### config.mk
export PLATFORM = sky130hd
export DESIGN_NAME = pending_request_tracker
export DESIGN_NICKNAME = d
export VERILOG_FILES = /design/src/prt_pkg.sv /design/src/pending_request_tracker.sv /design/src/prt_front.sv /design/src/prt_back.sv
export SDC_FILE = /design/constraint.sdc
export NUM_CORES = 1
export LEC_CHECK = 0
export BUFFER_PORTS_ARGS = -buffer_cell sky130_fd_sc_hd__buf_2
export CAP_MARGIN = 20
export CORE_MARGIN = 4
export CORE_UTILIZATION = 56
export DETAILED_ROUTE_END_ITERATION = 10
export PLACE_DENSITY = 0.79
export SYNTH_ARGS = -nofsm -noshare
export SYNTH_HDL_FRONTEND = slang
export SYNTH_SLANG_ARGS = --single-unit
export TNS_END_PERCENT = 5
### constraint.sdc
create_clock -name clk -period 5.4 [get_ports clk]
set_input_delay 1.08 -clock clk [delete_from_list [all_inputs] [get_ports clk]]
set_output_delay 1.08 -clock clk [all_outputs]
set_load 0.05 [all_outputs]
### src/prt_pkg.sv
// ---------------------------------------------------------------------------
// prt_pkg: shared types and constants
// Command and event codes, the queued command beat and the slot count.
// ---------------------------------------------------------------------------
package prt_pkg;

    localparam int SLOTS            = 8;
    localparam int SLOT_W           = 3;
    localparam int RESPONSE_BUF_LEN = 128;
    localparam logic [7:0] ID_LOW   = 8'd1;
    localparam logic [7:0] ID_HIGH  = 8'd255;

    typedef enum logic [2:0] {
        CMD_SEND    = 3'd0,
        CMD_RX      = 3'd1,
        CMD_TICK    = 3'd2,
        CMD_ABORT   = 3'd3,
        CMD_RELEASE = 3'd4,
        CMD_BAD     = 3'd5
    } cmd_t;

    typedef enum logic [3:0] {
        EV_TRACKED   = 4'd0,
        EV_DONE_NOANS = 4'd1,
        EV_UNTRACKED = 4'd2,
        EV_KEEP      = 4'd3,
        EV_DONE_OK   = 4'd4,
        EV_OVERFLOW  = 4'd5,
        EV_TIMEOUT   = 4'd6,
        EV_ABORTED   = 4'd7,
        EV_UNMATCHED = 4'd8,
        EV_ACK       = 4'd9,
        EV_NO_SLOT   = 4'd10,
        EV_NO_ID     = 4'd11,
        EV_REJECTED  = 4'd12
    } ev_t;

    typedef struct packed {
        cmd_t        cmd;
        logic        tracked;
        logic        needs_id;
        logic [7:0]  want_type;
        logic        multi;
        logic [30:0] timeout_ticks;
        logic [7:0]  rx_type;
        logic        frame_has_id;
        logic [7:0]  rx_frame_id;
        logic        too_long;
        logic [2:0]  target_slot;
        logic [7:0]  abort_code;
    } beat_t;

    typedef enum logic [2:0] {
        ST_IDLE,
        ST_ALLOC,
        ST_SCAN,
        ST_EMIT,
        ST_FINAL,
        ST_WAIT
    } state_t;

endpackage

### src/pending_request_tracker.sv
// ---------------------------------------------------------------------------
// pending_request_tracker: outstanding request table
// Tracks up to eight requests, allocates frame ids and reports events.
// ---------------------------------------------------------------------------
// Commands enter on in_valid/in_ready; events leave on out_valid/out_ready.
// A two-beat queue decouples intake from the slot engine, so new commands
// are taken while an event waits for the receiver.
// Send, release and rejected commands give one event each. Id allocation
// tests one candidate id per cycle against all slots.
// Received frames scan one slot per cycle, up to all eight slots.
// Tick and abort scan all eight slots, one a cycle while no event waits
// for the receiver, giving one event per ended slot and a final ack beat.
// A stalled receiver holds the event register; the engine waits for it.
// Reset clears all slots, sets the next id to one and time to zero.
// ---------------------------------------------------------------------------
module pending_request_tracker
    import prt_pkg::*;
(
    input  logic        clk,
    input  logic        rst_n,
    input  logic        in_valid,
    output logic        in_ready,
    input  logic [2:0]  command,
    input  logic        tracked,
    input  logic        needs_id,
    input  logic [7:0]  want_type,
    input  logic        multi,
    input  logic [30:0] timeout_ticks,
    input  logic [7:0]  rx_type,
    input  logic        frame_has_id,
    input  logic [7:0]  rx_frame_id,
    input  logic [15:0] rx_len,
    input  logic [2:0]  target_slot,
    input  logic [7:0]  abort_code,
    output logic        out_valid,
    input  logic        out_ready,
    output logic [3:0]  event_res,
    output logic [2:0]  slot,
    output logic [7:0]  out_id,
    output logic [7:0]  code,
    output logic        last
);

    logic  q_valid;
    logic  q_pop;
    beat_t q_beat;

    prt_front u_front (
        .clk, .rst_n, .valid(in_valid), .ready(in_ready),
        .command, .tracked, .needs_id, .want_type, .multi, .timeout_ticks,
        .rx_type, .frame_has_id, .rx_frame_id, .rx_len,
        .target_slot, .abort_code, .q_valid, .q_pop, .q_beat
    );

    prt_back u_back (
        .clk, .rst_n, .q_valid, .q_pop, .q_beat,
        .out_valid, .out_ready, .event_res, .slot, .out_id, .code, .last
    );

endmodule

### src/prt_front.sv
// ---------------------------------------------------------------------------
// prt_front: command intake
// Decodes a command beat and pushes it into a two-entry queue.
// ---------------------------------------------------------------------------
module prt_front
    import prt_pkg::*;
(
    input  logic        clk,
    input  logic        rst_n,
    input  logic        valid,
    output logic        ready,
    input  logic [2:0]  command,
    input  logic        tracked,
    input  logic        needs_id,
    input  logic [7:0]  want_type,
    input  logic        multi,
    input  logic [30:0] timeout_ticks,
    input  logic [7:0]  rx_type,
    input  logic        frame_has_id,
    input  logic [7:0]  rx_frame_id,
    input  logic [15:0] rx_len,
    input  logic [2:0]  target_slot,
    input  logic [7:0]  abort_code,
    output logic        q_valid,
    input  logic        q_pop,
    output beat_t       q_beat
);

    beat_t      mem_reg [2];
    logic       wr_reg, rd_reg;
    logic [1:0] cnt_reg;
    beat_t      b;
    logic       push;

    always_comb
    begin
        b = '0;
        unique case (command)
            CMD_SEND:    b.cmd = CMD_SEND;
            CMD_RX:      b.cmd = CMD_RX;
            CMD_TICK:    b.cmd = CMD_TICK;
            CMD_ABORT:   b.cmd = CMD_ABORT;
            CMD_RELEASE: b.cmd = CMD_RELEASE;
            default:     b.cmd = CMD_BAD;
        endcase
        b.tracked       = tracked;
        b.needs_id      = needs_id;
        b.want_type     = want_type;
        b.multi         = multi;
        b.timeout_ticks = timeout_ticks;
        b.rx_type       = rx_type;
        b.frame_has_id  = frame_has_id;
        b.rx_frame_id   = rx_frame_id;
        b.too_long      = rx_len > 16'(RESPONSE_BUF_LEN);
        b.target_slot   = target_slot;
        b.abort_code    = abort_code;
    end

    assign ready   = cnt_reg != 2'd2;
    assign push    = valid && ready;
    assign q_valid = cnt_reg != 2'd0;
    assign q_beat  = mem_reg[rd_reg];

    always_ff @(posedge clk)
    begin
        if (push)
        begin
            mem_reg[wr_reg] <= b;
        end
    end

    always_ff @(posedge clk or negedge rst_n)
    begin
        if (!rst_n)
        begin
            wr_reg  <= 1'b0;
            rd_reg  <= 1'b0;
            cnt_reg <= 2'd0;
        end
        else
        begin
            if (push)
            begin
                wr_reg <= ~wr_reg;
            end
            if (q_pop)
            begin
                rd_reg <= ~rd_reg;
            end
            cnt_reg <= cnt_reg + {1'b0, push} - {1'b0, q_pop};
        end
    end

endmodule

### src/prt_back.sv
// ---------------------------------------------------------------------------
// prt_back: slot table engine
// Executes queued commands on the slot table, one slot per cycle while no event waits for the receiver.
// ---------------------------------------------------------------------------
module prt_back
    import prt_pkg::*;
(
    input  logic        clk,
    input  logic        rst_n,
    input  logic        q_valid,
    output logic        q_pop,
    input  beat_t       q_beat,
    output logic        out_valid,
    input  logic        out_ready,
    output logic [3:0]  event_res,
    output logic [2:0]  slot,
    output logic [7:0]  out_id,
    output logic [7:0]  code,
    output logic        last
);

    state_t      state_reg, state_next;
    beat_t       cur_reg, cur_next;
    logic [SLOTS-1:0] busy_reg, busy_next;
    logic [7:0]  sid_reg [SLOTS];
    logic [7:0]  sexp_reg [SLOTS];
    logic        smul_reg [SLOTS];
    logic        sans_reg [SLOTS];
    logic [31:0] sdl_reg [SLOTS];
    logic [7:0]  nid_reg, nid_next;
    logic [31:0] now_reg, now_next;
    logic [SLOT_W-1:0] idx_reg, idx_next;
    logic [7:0]  tries_reg, tries_next;
    logic [7:0]  cand_reg, cand_next;
    logic [SLOT_W-1:0] free_reg, free_next;
    logic        ov_reg, ov_next;
    logic [3:0]  ev_reg, ev_next;
    logic [2:0]  os_reg, os_next;
    logic [7:0]  oid_reg, oid_next;
    logic [7:0]  ocd_reg, ocd_next;
    logic        ol_reg, ol_next;
    logic        wr_en;
    logic        ans_set;
    logic        id_hit;
    logic        free_any;
    logic [SLOT_W-1:0] free_idx;
    logic        last_idx;
    logic        match;
    logic [31:0] diff;

    assign out_valid = ov_reg;
    assign event_res = ev_reg;
    assign slot      = os_reg;
    assign out_id    = oid_reg;
    assign code      = ocd_reg;
    assign last      = ol_reg;
    assign last_idx  = idx_reg == SLOT_W'(SLOTS - 1);

    always_comb
    begin
        free_any = 1'b0;
        free_idx = '0;
        id_hit   = 1'b0;
        for (int i = SLOTS - 1; i >= 0; i--)
        begin
            if (!busy_reg[i])
            begin
                free_any = 1'b1;
                free_idx = SLOT_W'(i);
            end
            if (busy_reg[i] && sid_reg[i] == cand_reg)
            begin
                id_hit = 1'b1;
            end
        end
    end

    assign match = busy_reg[idx_reg] && sexp_reg[idx_reg] == cur_reg.rx_type
        && (!cur_reg.frame_has_id || sid_reg[idx_reg] == cur_reg.rx_frame_id);
    assign diff  = now_reg - sdl_reg[idx_reg];

    always_comb
    begin
        state_next = state_reg;
        cur_next   = cur_reg;
        busy_next  = busy_reg;
        nid_next   = nid_reg;
        now_next   = now_reg;
        idx_next   = idx_reg;
        tries_next = tries_reg;
        cand_next  = cand_reg;
        free_next  = free_reg;
        ov_next    = ov_reg && !out_ready;
        ev_next    = ev_reg;
        os_next    = os_reg;
        oid_next   = oid_reg;
        ocd_next   = ocd_reg;
        ol_next    = ol_reg;
        q_pop      = 1'b0;
        wr_en      = 1'b0;
        ans_set    = 1'b0;
        unique case (state_reg)
            ST_IDLE:
            begin
                if (q_valid && !ov_next)
                begin
                    q_pop     = 1'b1;
                    cur_next  = q_beat;
                    idx_next  = '0;
                    free_next = free_idx;
                    ov_next   = 1'b1;
                    os_next   = '0;
                    oid_next  = '0;
                    ocd_next  = '0;
                    ol_next   = 1'b1;
                    unique case (q_beat.cmd) inside
                        CMD_SEND:
                        begin
                            if (!q_beat.tracked)
                            begin
                                ev_next = EV_UNTRACKED;
                            end
                            else if (!free_any)
                            begin
                                ev_next = EV_NO_SLOT;
                            end
                            else if (q_beat.needs_id)
                            begin
                                ov_next    = 1'b0;
                                cand_next  = nid_reg;
                                tries_next = '0;
                                state_next = ST_ALLOC;
                            end
                            else
                            begin
                                ov_next    = 1'b0;
                                cand_next  = '0;
                                state_next = ST_FINAL;
                            end
                        end
                        CMD_RX, CMD_ABORT:
                        begin
                            ov_next    = 1'b0;
                            state_next = ST_SCAN;
                        end
                        CMD_TICK:
                        begin
                            ov_next    = 1'b0;
                            now_next   = now_reg + 32'd1;
                            state_next = ST_SCAN;
                        end
                        CMD_RELEASE:
                        begin
                            ev_next = EV_ACK;
                            os_next = q_beat.target_slot;
                            busy_next[SLOT_W'(q_beat.target_slot)] = 1'b0;
                        end
                        default:
                        begin
                            ev_next = EV_REJECTED;
                        end
                    endcase
                end
            end
            ST_ALLOC:
            begin
                nid_next = (cand_reg == ID_HIGH || cand_reg == 8'd0) ? ID_LOW
                           : cand_reg + 8'd1;
                if (!id_hit)
                begin
                    state_next = ST_FINAL;
                end
                else if (tries_reg == ID_HIGH - 8'd1)
                begin
                    ov_next    = 1'b1;
                    ev_next    = EV_NO_ID;
                    state_next = ST_IDLE;
                end
                else
                begin
                    tries_next = tries_reg + 8'd1;
                    cand_next  = nid_next;
                end
            end
            ST_FINAL:
            begin
                ov_next = 1'b1;
                if (cur_reg.want_type == 8'd0)
                begin
                    ev_next  = EV_DONE_NOANS;
                    oid_next = cand_reg;
                end
                else
                begin
                    ev_next  = EV_TRACKED;
                    os_next  = 3'(free_reg);
                    oid_next = cand_reg;
                    wr_en    = 1'b1;
                    busy_next[free_reg] = 1'b1;
                end
                state_next = ST_IDLE;
            end
            ST_SCAN:
            begin
                if (!ov_next)
                begin
                    os_next  = 3'(idx_reg);
                    oid_next = sid_reg[idx_reg];
                    ocd_next = '0;
                    ol_next  = 1'b0;
                    if (cur_reg.cmd == CMD_RX)
                    begin
                        if (match)
                        begin
                            ov_next    = 1'b1;
                            ol_next    = 1'b1;
                            state_next = ST_IDLE;
                            if (cur_reg.too_long)
                            begin
                                ev_next = EV_OVERFLOW;
                                busy_next[idx_reg] = 1'b0;
                            end
                            else
                            begin
                                ans_set = 1'b1;
                                if (smul_reg[idx_reg])
                                begin
                                    ev_next = EV_KEEP;
                                end
                                else
                                begin
                                    ev_next = EV_DONE_OK;
                                    busy_next[idx_reg] = 1'b0;
                                end
                            end
                        end
                        else if (last_idx)
                        begin
                            ov_next    = 1'b1;
                            ol_next    = 1'b1;
                            ev_next    = EV_UNMATCHED;
                            os_next    = '0;
                            oid_next   = '0;
                            state_next = ST_IDLE;
                        end
                    end
                    else if (busy_reg[idx_reg] &&
                             (cur_reg.cmd == CMD_ABORT || !diff[31]))
                    begin
                        ov_next = 1'b1;
                        busy_next[idx_reg] = 1'b0;
                        if (cur_reg.cmd == CMD_ABORT)
                        begin
                            ev_next  = EV_ABORTED;
                            ocd_next = cur_reg.abort_code;
                        end
                        else
                        begin
                            ev_next = (smul_reg[idx_reg] && sans_reg[idx_reg])
                                      ? EV_DONE_OK : EV_TIMEOUT;
                        end
                    end
                    if (state_next == ST_SCAN)
                    begin
                        if (last_idx)
                        begin
                            state_next = ST_WAIT;
                        end
                        else
                        begin
                            idx_next = idx_reg + SLOT_W'(1);
                        end
                    end
                end
            end
            ST_WAIT:
            begin
                if (!ov_next)
                begin
                    ov_next    = 1'b1;
                    ev_next    = EV_ACK;
                    os_next    = '0;
                    oid_next   = '0;
                    ocd_next   = '0;
                    ol_next    = 1'b1;
                    state_next = ST_IDLE;
                end
            end
            default:
            begin
                state_next = ST_IDLE;
            end
        endcase
    end

    always_ff @(posedge clk)
    begin
        cur_reg   <= cur_next;
        idx_reg   <= idx_next;
        tries_reg <= tries_next;
        cand_reg  <= cand_next;
        free_reg  <= free_next;
        ev_reg    <= ev_next;
        os_reg    <= os_next;
        oid_reg   <= oid_next;
        ocd_reg   <= ocd_next;
        ol_reg    <= ol_next;
        if (wr_en)
        begin
            sid_reg[free_reg]  <= cand_reg;
            sexp_reg[free_reg] <= cur_reg.want_type;
            smul_reg[free_reg] <= cur_reg.multi;
            sans_reg[free_reg] <= 1'b0;
            sdl_reg[free_reg]  <= now_reg + {1'b0, cur_reg.timeout_ticks};
        end
        if (ans_set)
        begin
            sans_reg[idx_reg] <= 1'b1;
        end
    end

    always_ff @(posedge clk or negedge rst_n)
    begin
        if (!rst_n)
        begin
            state_reg <= ST_IDLE;
            busy_reg  <= '0;
            nid_reg   <= ID_LOW;
            now_reg   <= '0;
            ov_reg    <= 1'b0;
        end
        else
        begin
            state_reg <= state_next;
            busy_reg  <= busy_next;
            nid_reg   <= nid_next;
            now_reg   <= now_next;
            ov_reg    <= ov_next;
        end
    end

endmodule

======== After elaboration in Yosys (flattened, before gate mapping) ========
Memories as Yosys holds them, arrays and structs flattened. A register that Yosys moved wholly into a read port is not among the register bits.
Cells that the tools add are included.
word-level totals
  register bits ........................... 171
  memory bits (writable) .................. 548
  bits of input ports ..................... 93
  output and inout bits ................... 26
  word-level logic and storage cells ...... 321
  memories kept ........................... 6
operators by class
  add/sub/neg operators ................... 8
  $lt $le $gt $ge ......................... 7
  equal/unequal tests ..................... 53
  mux-type cells .......................... 159
  bitwise gates (word level) .............. 7
  reduce and logical (&&, ||, !) cells .... 53
memories
  name             depth  width  read ports  clocked after memory_dff  write ports  RTL line         RTL
  u_back.sdl_reg   8      32     1           1                         1            prt_back.sv:29   logic [31:0] sdl_reg [SLOTS];
  u_front.mem_reg  2      74     1           0                         1            prt_front.sv:29  beat_t mem_reg [2];
  u_back.sexp_reg  8      8      1           1                         1            prt_back.sv:26   logic [7:0] sexp_reg [SLOTS];
  u_back.sid_reg   8      8      9           1                         1            prt_back.sv:25   logic [7:0] sid_reg [SLOTS];
  u_back.sans_reg  8      1      1           1                         1            prt_back.sv:28   logic sans_reg [SLOTS];
  u_back.smul_reg  8      1      1           1                         1            prt_back.sv:27   logic smul_reg [SLOTS];
operators with widths
  operator                                                                           count
  8-bit two-way mux                                                                  34
  3-bit two-way mux                                                                  37
  8-bit == test                                                                      10
  1-bit two-way mux                                                                  53
  4-bit two-way mux                                                                  13
  8-bit one-hot mux with 3 select lines                                              2
  32-bit by 1-bit adder with 32-bit output (second input constant)                   1
  32-bit by 31-bit adder with 32-bit output                                          1
  8-bit one-hot mux with 2 select lines                                              2
  8-bit one-hot mux with 4 select lines                                              1
  32-bit subtractor                                                                  1
  3-bit one-hot mux with 4 select lines                                              2
  3-bit by 2-bit == test with 1-bit output (second input constant)                   7
  4-bit one-hot mux with 5 select lines                                              1
  1-bit logical AND                                                                  18
  2-bit by 1-bit != test with 1-bit output (second input constant)                   9
  8-bit by 1-bit adder with 8-bit output (second input constant)                     2
  8-bit AND                                                                          2
  8-bit == test (second input constant)                                              2
  16-bit by 8-bit greater-than comparator with 1-bit output (second input constant)  1
  8-bit zero test                                                                    2
  8-bit inverter                                                                     2
  8-bit AND reduction                                                                2
  3-bit == test (second input constant)                                              5
  40 further kinds                                                                   77

======== Logic depth before layout (Yosys ltp) ========
  depth after elaboration ................. 13
  depth in mapped cells ................... 17
  mapped depth without buffers ............ 12

======== By module ========
From an unflattened synthesis, not the netlist that was laid out.
second synthesis, totals
  cell total of the unflattened synthesis .. 1815
  area total of the unflattened synthesis .. 30859.6 µm²
modules (own cells, without submodules)
  module     times used  cells each  area each (µm²)  seq. area each (µm²)
  prt_back   1           1561        25289.3          16827.4
  prt_front  1           254         5570.3           4544.4

======== Worst setup path before layout ========
No wires, ideal clock.
  kind .................................... input -> register
  from .................................... in out_ready
  to ...................................... reg u_back.now_reg[31]
  data arrival time ....................... 6.041 ns
  data required time ...................... 5.321 ns
  setup slack ............................. -0.721 ns
  stages .................................. 10
  buffers on the path ..................... 1
  cells stage by stage .................... nor2b_1 -> clkbuf_1 -> nor3_2 -> nor3b_2 -> nand4_1 -> or2_1 -> nor2_1 -> nand3_1 -> nor2_1 -> xor2_1
between the ends
  word-level cells in the longest chain between the ends .. 5
ends and longest elaborated chain
  element                               RTL line                       RTL
  start, declared                       pending_request_tracker.sv:36  input logic out_ready,
  1-bit zero test                       prt_back.sv:93                 ov_next = ov_reg && !out_ready;
  1-bit logical AND                     prt_back.sv:93
  1-bit zero test                       prt_back.sv:105                if (q_valid && !ov_next)
  1-bit logical AND                     prt_back.sv:105
  3-bit AND reduction (no source line)  -
  end signal, assigned                  prt_back.sv:337                now_reg <= now_next;
  end, declared                         prt_back.sv:31                 logic [31:0] now_reg, now_next;
No other way between the ends.
A chain may end at the register's enable or synchronous reset.

==> results_tabular.tex <==
\begin{tabular}{lr}
\hline
Metric & Value \\
\hline
\multicolumn{2}{l}{\textbf{Floorplanning}} \\
\quad Initial Utilization & 56.5\% \\
\quad Area of the placeable core & 55000 um\^{}2 \\
\quad Top-level port count & 119 \\
\quad Die Area & 59300 um\^{}2 \\
\quad Die extent in y & 244 um \\
\quad Number of rows in the core area & 86 \\
\quad Die boundary width & 244 um \\
\multicolumn{2}{l}{\textbf{Detailed routing}} \\
\quad Aggregate routed wire length & 67.3 mm \\
\quad Post-route DRC violation count & 0 \\
\quad Antenna Nets Post-Route & 0 \\
\quad Vias post-DR & 17400 \\
\quad Detail-routed via count per cell & 6.11 \\
\quad DR WL/cell & 23.6 um \\
\quad Detailed-routing iteration count for the pre-antenna-repair pass & 5 \\
\quad Number of DRC violations after detailed-routing iteration 0 & 1612 \\
\multicolumn{2}{l}{\textbf{Layout}} \\
\quad Area of combinational cells with multiple inputs & 9370 um\^{}2 \\
\quad Area Overhead vs Synth & 12.8\% \\
\quad Diodes inserted & 0 \\
\quad Final net count & 2214 \\
\quad Post-route cell area & 35100 um\^{}2 \\
\quad Share of cells above drive strength 1 & 21.2\% \\
\quad Max reg flops & 256 \\
\quad \# fillers & 3749 \\
\quad Sequential standard cell area & 21400 um\^{}2 \\
\quad Final core utilization & 63.8\% \\
\multicolumn{2}{l}{\textbf{Global routing}} \\
\quad Initial antenna violation count & 1 \\
\quad Global-route wire length before repair & 105 mm \\
\quad Pin count of the biggest net entering global routing & 57 \\
\quad Total routing usage reported by global routing & 22.7\% \\
\quad Total global routing overflow & 0 \\
\quad Vias in the first global route & 18000 \\
\multicolumn{2}{l}{\textbf{Critical path}} \\
\quad Critical path class & reg2reg \\
\quad Data required time at the worst endpoint & 5.70 ns \\
\quad Startpoint Class & flip-flop \\
\quad Critical path arrival & 4.69 ns \\
\quad CP max stage cell & sky130\_fd\_sc\_hd\_\_dfxtp\_4 \\
\quad Maximum single-stage delay on the critical path & 0.67 ns \\
\quad Critical path capture point type & flip-flop \\
\quad CP Max Fanout & 25 \\
\quad Series of cell instances along the critical path & buf\_4 -> buf\_4 -> mux4\_2 -> mux2i\_1 -> ha\_1 -> a21oi\_1 -> a21boi\_0 -> o21ai\_0 -> o211ai\_1 -> nand3\_1 -> nand3\_1 -> mux2\_2 -> o31ai\_1 -> a21oi\_1 \\
\multicolumn{2}{l}{\textbf{Yosys}} \\
\quad Register bit total from synthesis & 722 \\
\quad Warning count from the yosys run & 0 \\
\quad Sequential-to-total area share from yosys stat & 68.8\% \\
\quad Post-synthesis instance total & 1896 \\
\quad Biggest area contributors in the synthesized netlist & sky130\_fd\_sc\_hd\_\_edfxtp\_1 (64\%), sky130\_fd\_sc\_hd\_\_mux4\_2 (6.5\%), sky130\_fd\_sc\_hd\_\_dfrtp\_1 (4.4\%) \\
\quad Count of cell types in the netlist & 80 \\
\quad Post-synth design cell area & 31100 um\^{}2 \\
\quad Dominant synthesized flop cell & sky130\_fd\_sc\_hd\_\_edfxtp\_1 \\
\quad Post-synthesis net count & 2061 \\
\quad Post-Synthesis Mean Instance Area & 16.4 um\^{}2 \\
\quad Number of enable-type register cells in the synthesized netlist & 663 \\
\quad Top cell type by total area after synthesis & sky130\_fd\_sc\_hd\_\_edfxtp\_1 \\
\quad Fraction of registers with async set or reset after synthesis & 7.76\% \\
\quad Top-area cell type share of the netlist area & 64.1\% \\
\multicolumn{2}{l}{\textbf{Clock network}} \\
\quad Max Buffers Root-to-Sink & 3 \\
\quad Post-cts sizing count & 0 \\
\quad Buffer cell driving the clock tree root & sky130\_fd\_sc\_hd\_\_clkbuf\_16 \\
\quad H-Tree Level Count & 3 \\
\quad Post-CTS setup buffer count & 0 \\
\quad Clock insertion delay at the later pin of the skew report & 0.62 ns \\
\quad Post-CTS Hold Buffers & 0 \\
\quad Total clock buffers created by CTS & 71 \\
\quad Sinks on the clock net & 722 \\
\quad Clk pin slew, worst setup/hold paths & 0.06 ns \\
\quad CTS tree & yes \\
\multicolumn{2}{l}{\textbf{Placed design}} \\
\quad Quantity of I/O buffers inserted on ports & 118 \\
\quad Weighted congestion at the end of routability-driven global placement & 0.904 \\
\quad DPL Wire Length & 43.3 mm \\
\quad Placed standard-cell area & 32700 um\^{}2 \\
\multicolumn{2}{l}{\textbf{Power and ir drop}} \\
\quad Peak supply drop & 0.725 mV \\
\quad PwrDens & 545 nW/um\^{}2 \\
\quad Standby leakage power & 12.4 nW \\
\multicolumn{2}{l}{\textbf{STA}} \\
\quad Setup Viol. Count Final & 0 \\
\quad Hold\_ws & 0.471 ns \\
\quad Slew headroom & 29.1\% \\
\quad RSZ-0062 raised after global routing & no \\
\quad Fin crit period & 4.39 ns \\
\quad Final count of pins violating max slew & 0 \\
\quad Final hold violation count & 0 \\
\quad Achievable clock frequency & 228 MHz \\
\quad Final-layout setup total negative slack & 0 ns \\
\quad Actual slew at the worst max-slew pin & 1.06 ns \\
\quad Post-route clock skew & 0.0237 ns \\
\quad Post-route fraction of the period consumed by the critical path & 81.3\% \\
\multicolumn{2}{l}{\textbf{Status}} \\
\quad Status & complete, no violations \\
\multicolumn{2}{l}{\textbf{Worst hold path}} \\
\quad Class of the worst hold path & reg2reg \\
\multicolumn{2}{l}{\textbf{Run}} \\
\quad Max-cap violations & 0 \\
\hline
\end{tabular}
-- power by group --
group          total, W  internal [W]  leakage [nW]  switching, W
clock network   0.00497       0.00289          1.15       0.00208
registers       0.00869       0.00779          6.80      0.000900
logic           0.00547       0.00212          4.48       0.00335
-- worst max-delay path: cells and delay by family (launching register included) --
family | cells | cell delay [ns]
mux | 3 | 1.11
simple gates | 2 | 0.29
flops | 1 | 0.67
compound gates | 6 | 1.08
buf+inv | 2 | 0.64
fa+ha+maj | 1 | 0.28
-- area by class of cell --
class                      instances  share of cell area [%]
timing repair buffer             150                    2.58
tap                              748                    2.67
clock buffer                      90                    5.50
clock inverter                    39                    1.21
multi-input combinational       1072                    26.7
inverter                          32                   0.342
sequential                       722                    61.0
-- synth_stat cells, types with 46 or more instances --
master / count
sky130_fd_sc_hd__nor2_1: 95
sky130_fd_sc_hd__mux2_2: 72
sky130_fd_sc_hd__mux4_2: 90
sky130_fd_sc_hd__edfxtp_1: 663
sky130_fd_sc_hd__nand3_1: 46
sky130_fd_sc_hd__a21oi_1: 47
sky130_fd_sc_hd__ha_1: 71
sky130_fd_sc_hd__nand2_1: 87
sky130_fd_sc_hd__xnor2_1: 68
sky130_fd_sc_hd__mux2i_1: 71
sky130_fd_sc_hd__dfrtp_1: 55
sky130_fd_sc_hd__xor2_1: 85
-- cell families (layout without fill, tap and decap cells) --
group	count (synthesis)	after routing	share of synthesized area (%)
XOR/XNOR	153	153	4.31
buffers and inverters	102	311	1.32
adder cells (fa/ha/maj)	72	72	2.92
flip-flops	722	722	68.8
multiplexers	239	239	11.6
AND/OR/NAND/NOR	374	374	5.93
AO/OA/AOI/OAI	234	234	5.10
-- worst paths after layout --
path	startpoint	end	slack (ns)	depth (start not counted)
worst max-delay path	flip-flop	u_back.event_res[1]	1.01	14
worst min-delay path	u_back.nid_reg[7]	u_back.nid_reg[7]	0.47	2
worst max register to register	flip-flop	u_back.event_res[1]	1.01	14
worst min register to register	u_back.nid_reg[7]	u_back.nid_reg[7]	0.47	2
max in group asynchronous	rst_n	u_front.rd_reg	4.07	2
min in group asynchronous	rst_n	u_back.nid_reg[4]	0.66	2
-- layout by cell type (no fill, tap or decap), types with 6 or more instances in the layout --
master                      synthesis  routed
sky130_fd_sc_hd__and2_1            14      14
sky130_fd_sc_hd__clkinv_2           0      12
sky130_fd_sc_hd__buf_4              0      25
sky130_fd_sc_hd__mux2_2            72      72
sky130_fd_sc_hd__mux2i_1           71      71
sky130_fd_sc_hd__inv_1             29      29
sky130_fd_sc_hd__bufinv_16          0       7
sky130_fd_sc_hd__buf_12             0       6
sky130_fd_sc_hd__nand4_1           25      25
sky130_fd_sc_hd__o211ai_1           8       8
sky130_fd_sc_hd__clkbuf_1          43      13
sky130_fd_sc_hd__nor2b_1           16      16
sky130_fd_sc_hd__xor2_1            85      85
sky130_fd_sc_hd__dfrtp_1           55      54
sky130_fd_sc_hd__o21ai_0           23      23
sky130_fd_sc_hd__o21bai_1           8       8
sky130_fd_sc_hd__or4_1              6       6
sky130_fd_sc_hd__a211oi_1           6       6
sky130_fd_sc_hd__mux4_2            90      90
sky130_fd_sc_hd__xnor2_1           68      68
sky130_fd_sc_hd__a31oi_1           15      15
sky130_fd_sc_hd__clkinv_1           1      13
sky130_fd_sc_hd__nor4_1            12      12
sky130_fd_sc_hd__nor2_4             0       7
sky130_fd_sc_hd__buf_2             11     118
sky130_fd_sc_hd__nor2_1            95      88
sky130_fd_sc_hd__nand2b_1          11      11
sky130_fd_sc_hd__o21ai_1           22      22
sky130_fd_sc_hd__and3_1            18      17
sky130_fd_sc_hd__clkbuf_16          0      73
sky130_fd_sc_hd__o31ai_1           10      10
sky130_fd_sc_hd__edfxtp_1         663     663
sky130_fd_sc_hd__nand3_1           46      46
sky130_fd_sc_hd__ha_1              71      71
sky130_fd_sc_hd__a21o_1            31      31
sky130_fd_sc_hd__nor3_1            24      22
sky130_fd_sc_hd__a21oi_1           47      47
sky130_fd_sc_hd__a32o_1             6       6
sky130_fd_sc_hd__nand2_1           87      87
-- routing by layer --
layer  track usage, %  vias up  wire (um)
li1                 -     7733          -
met1             31.2     8790      27300
met2             38.4      775      33500
met3             3.32      122       4770
met4             6.84        2       1690
met5                0        -          7
-- per-stage QoR --
step	cells	total power (W)	setup slack, ns
finish	2853	0.0191	1.01
global route	2853	0.0200	0.570
detailed placement	2723	0.0142	0.978
global placement	2723	0.0140	1.05
floorplan	1896	0.0125	0.116
CTS	2852	0.0192	0.938
(Power assumes the default switching activity.)
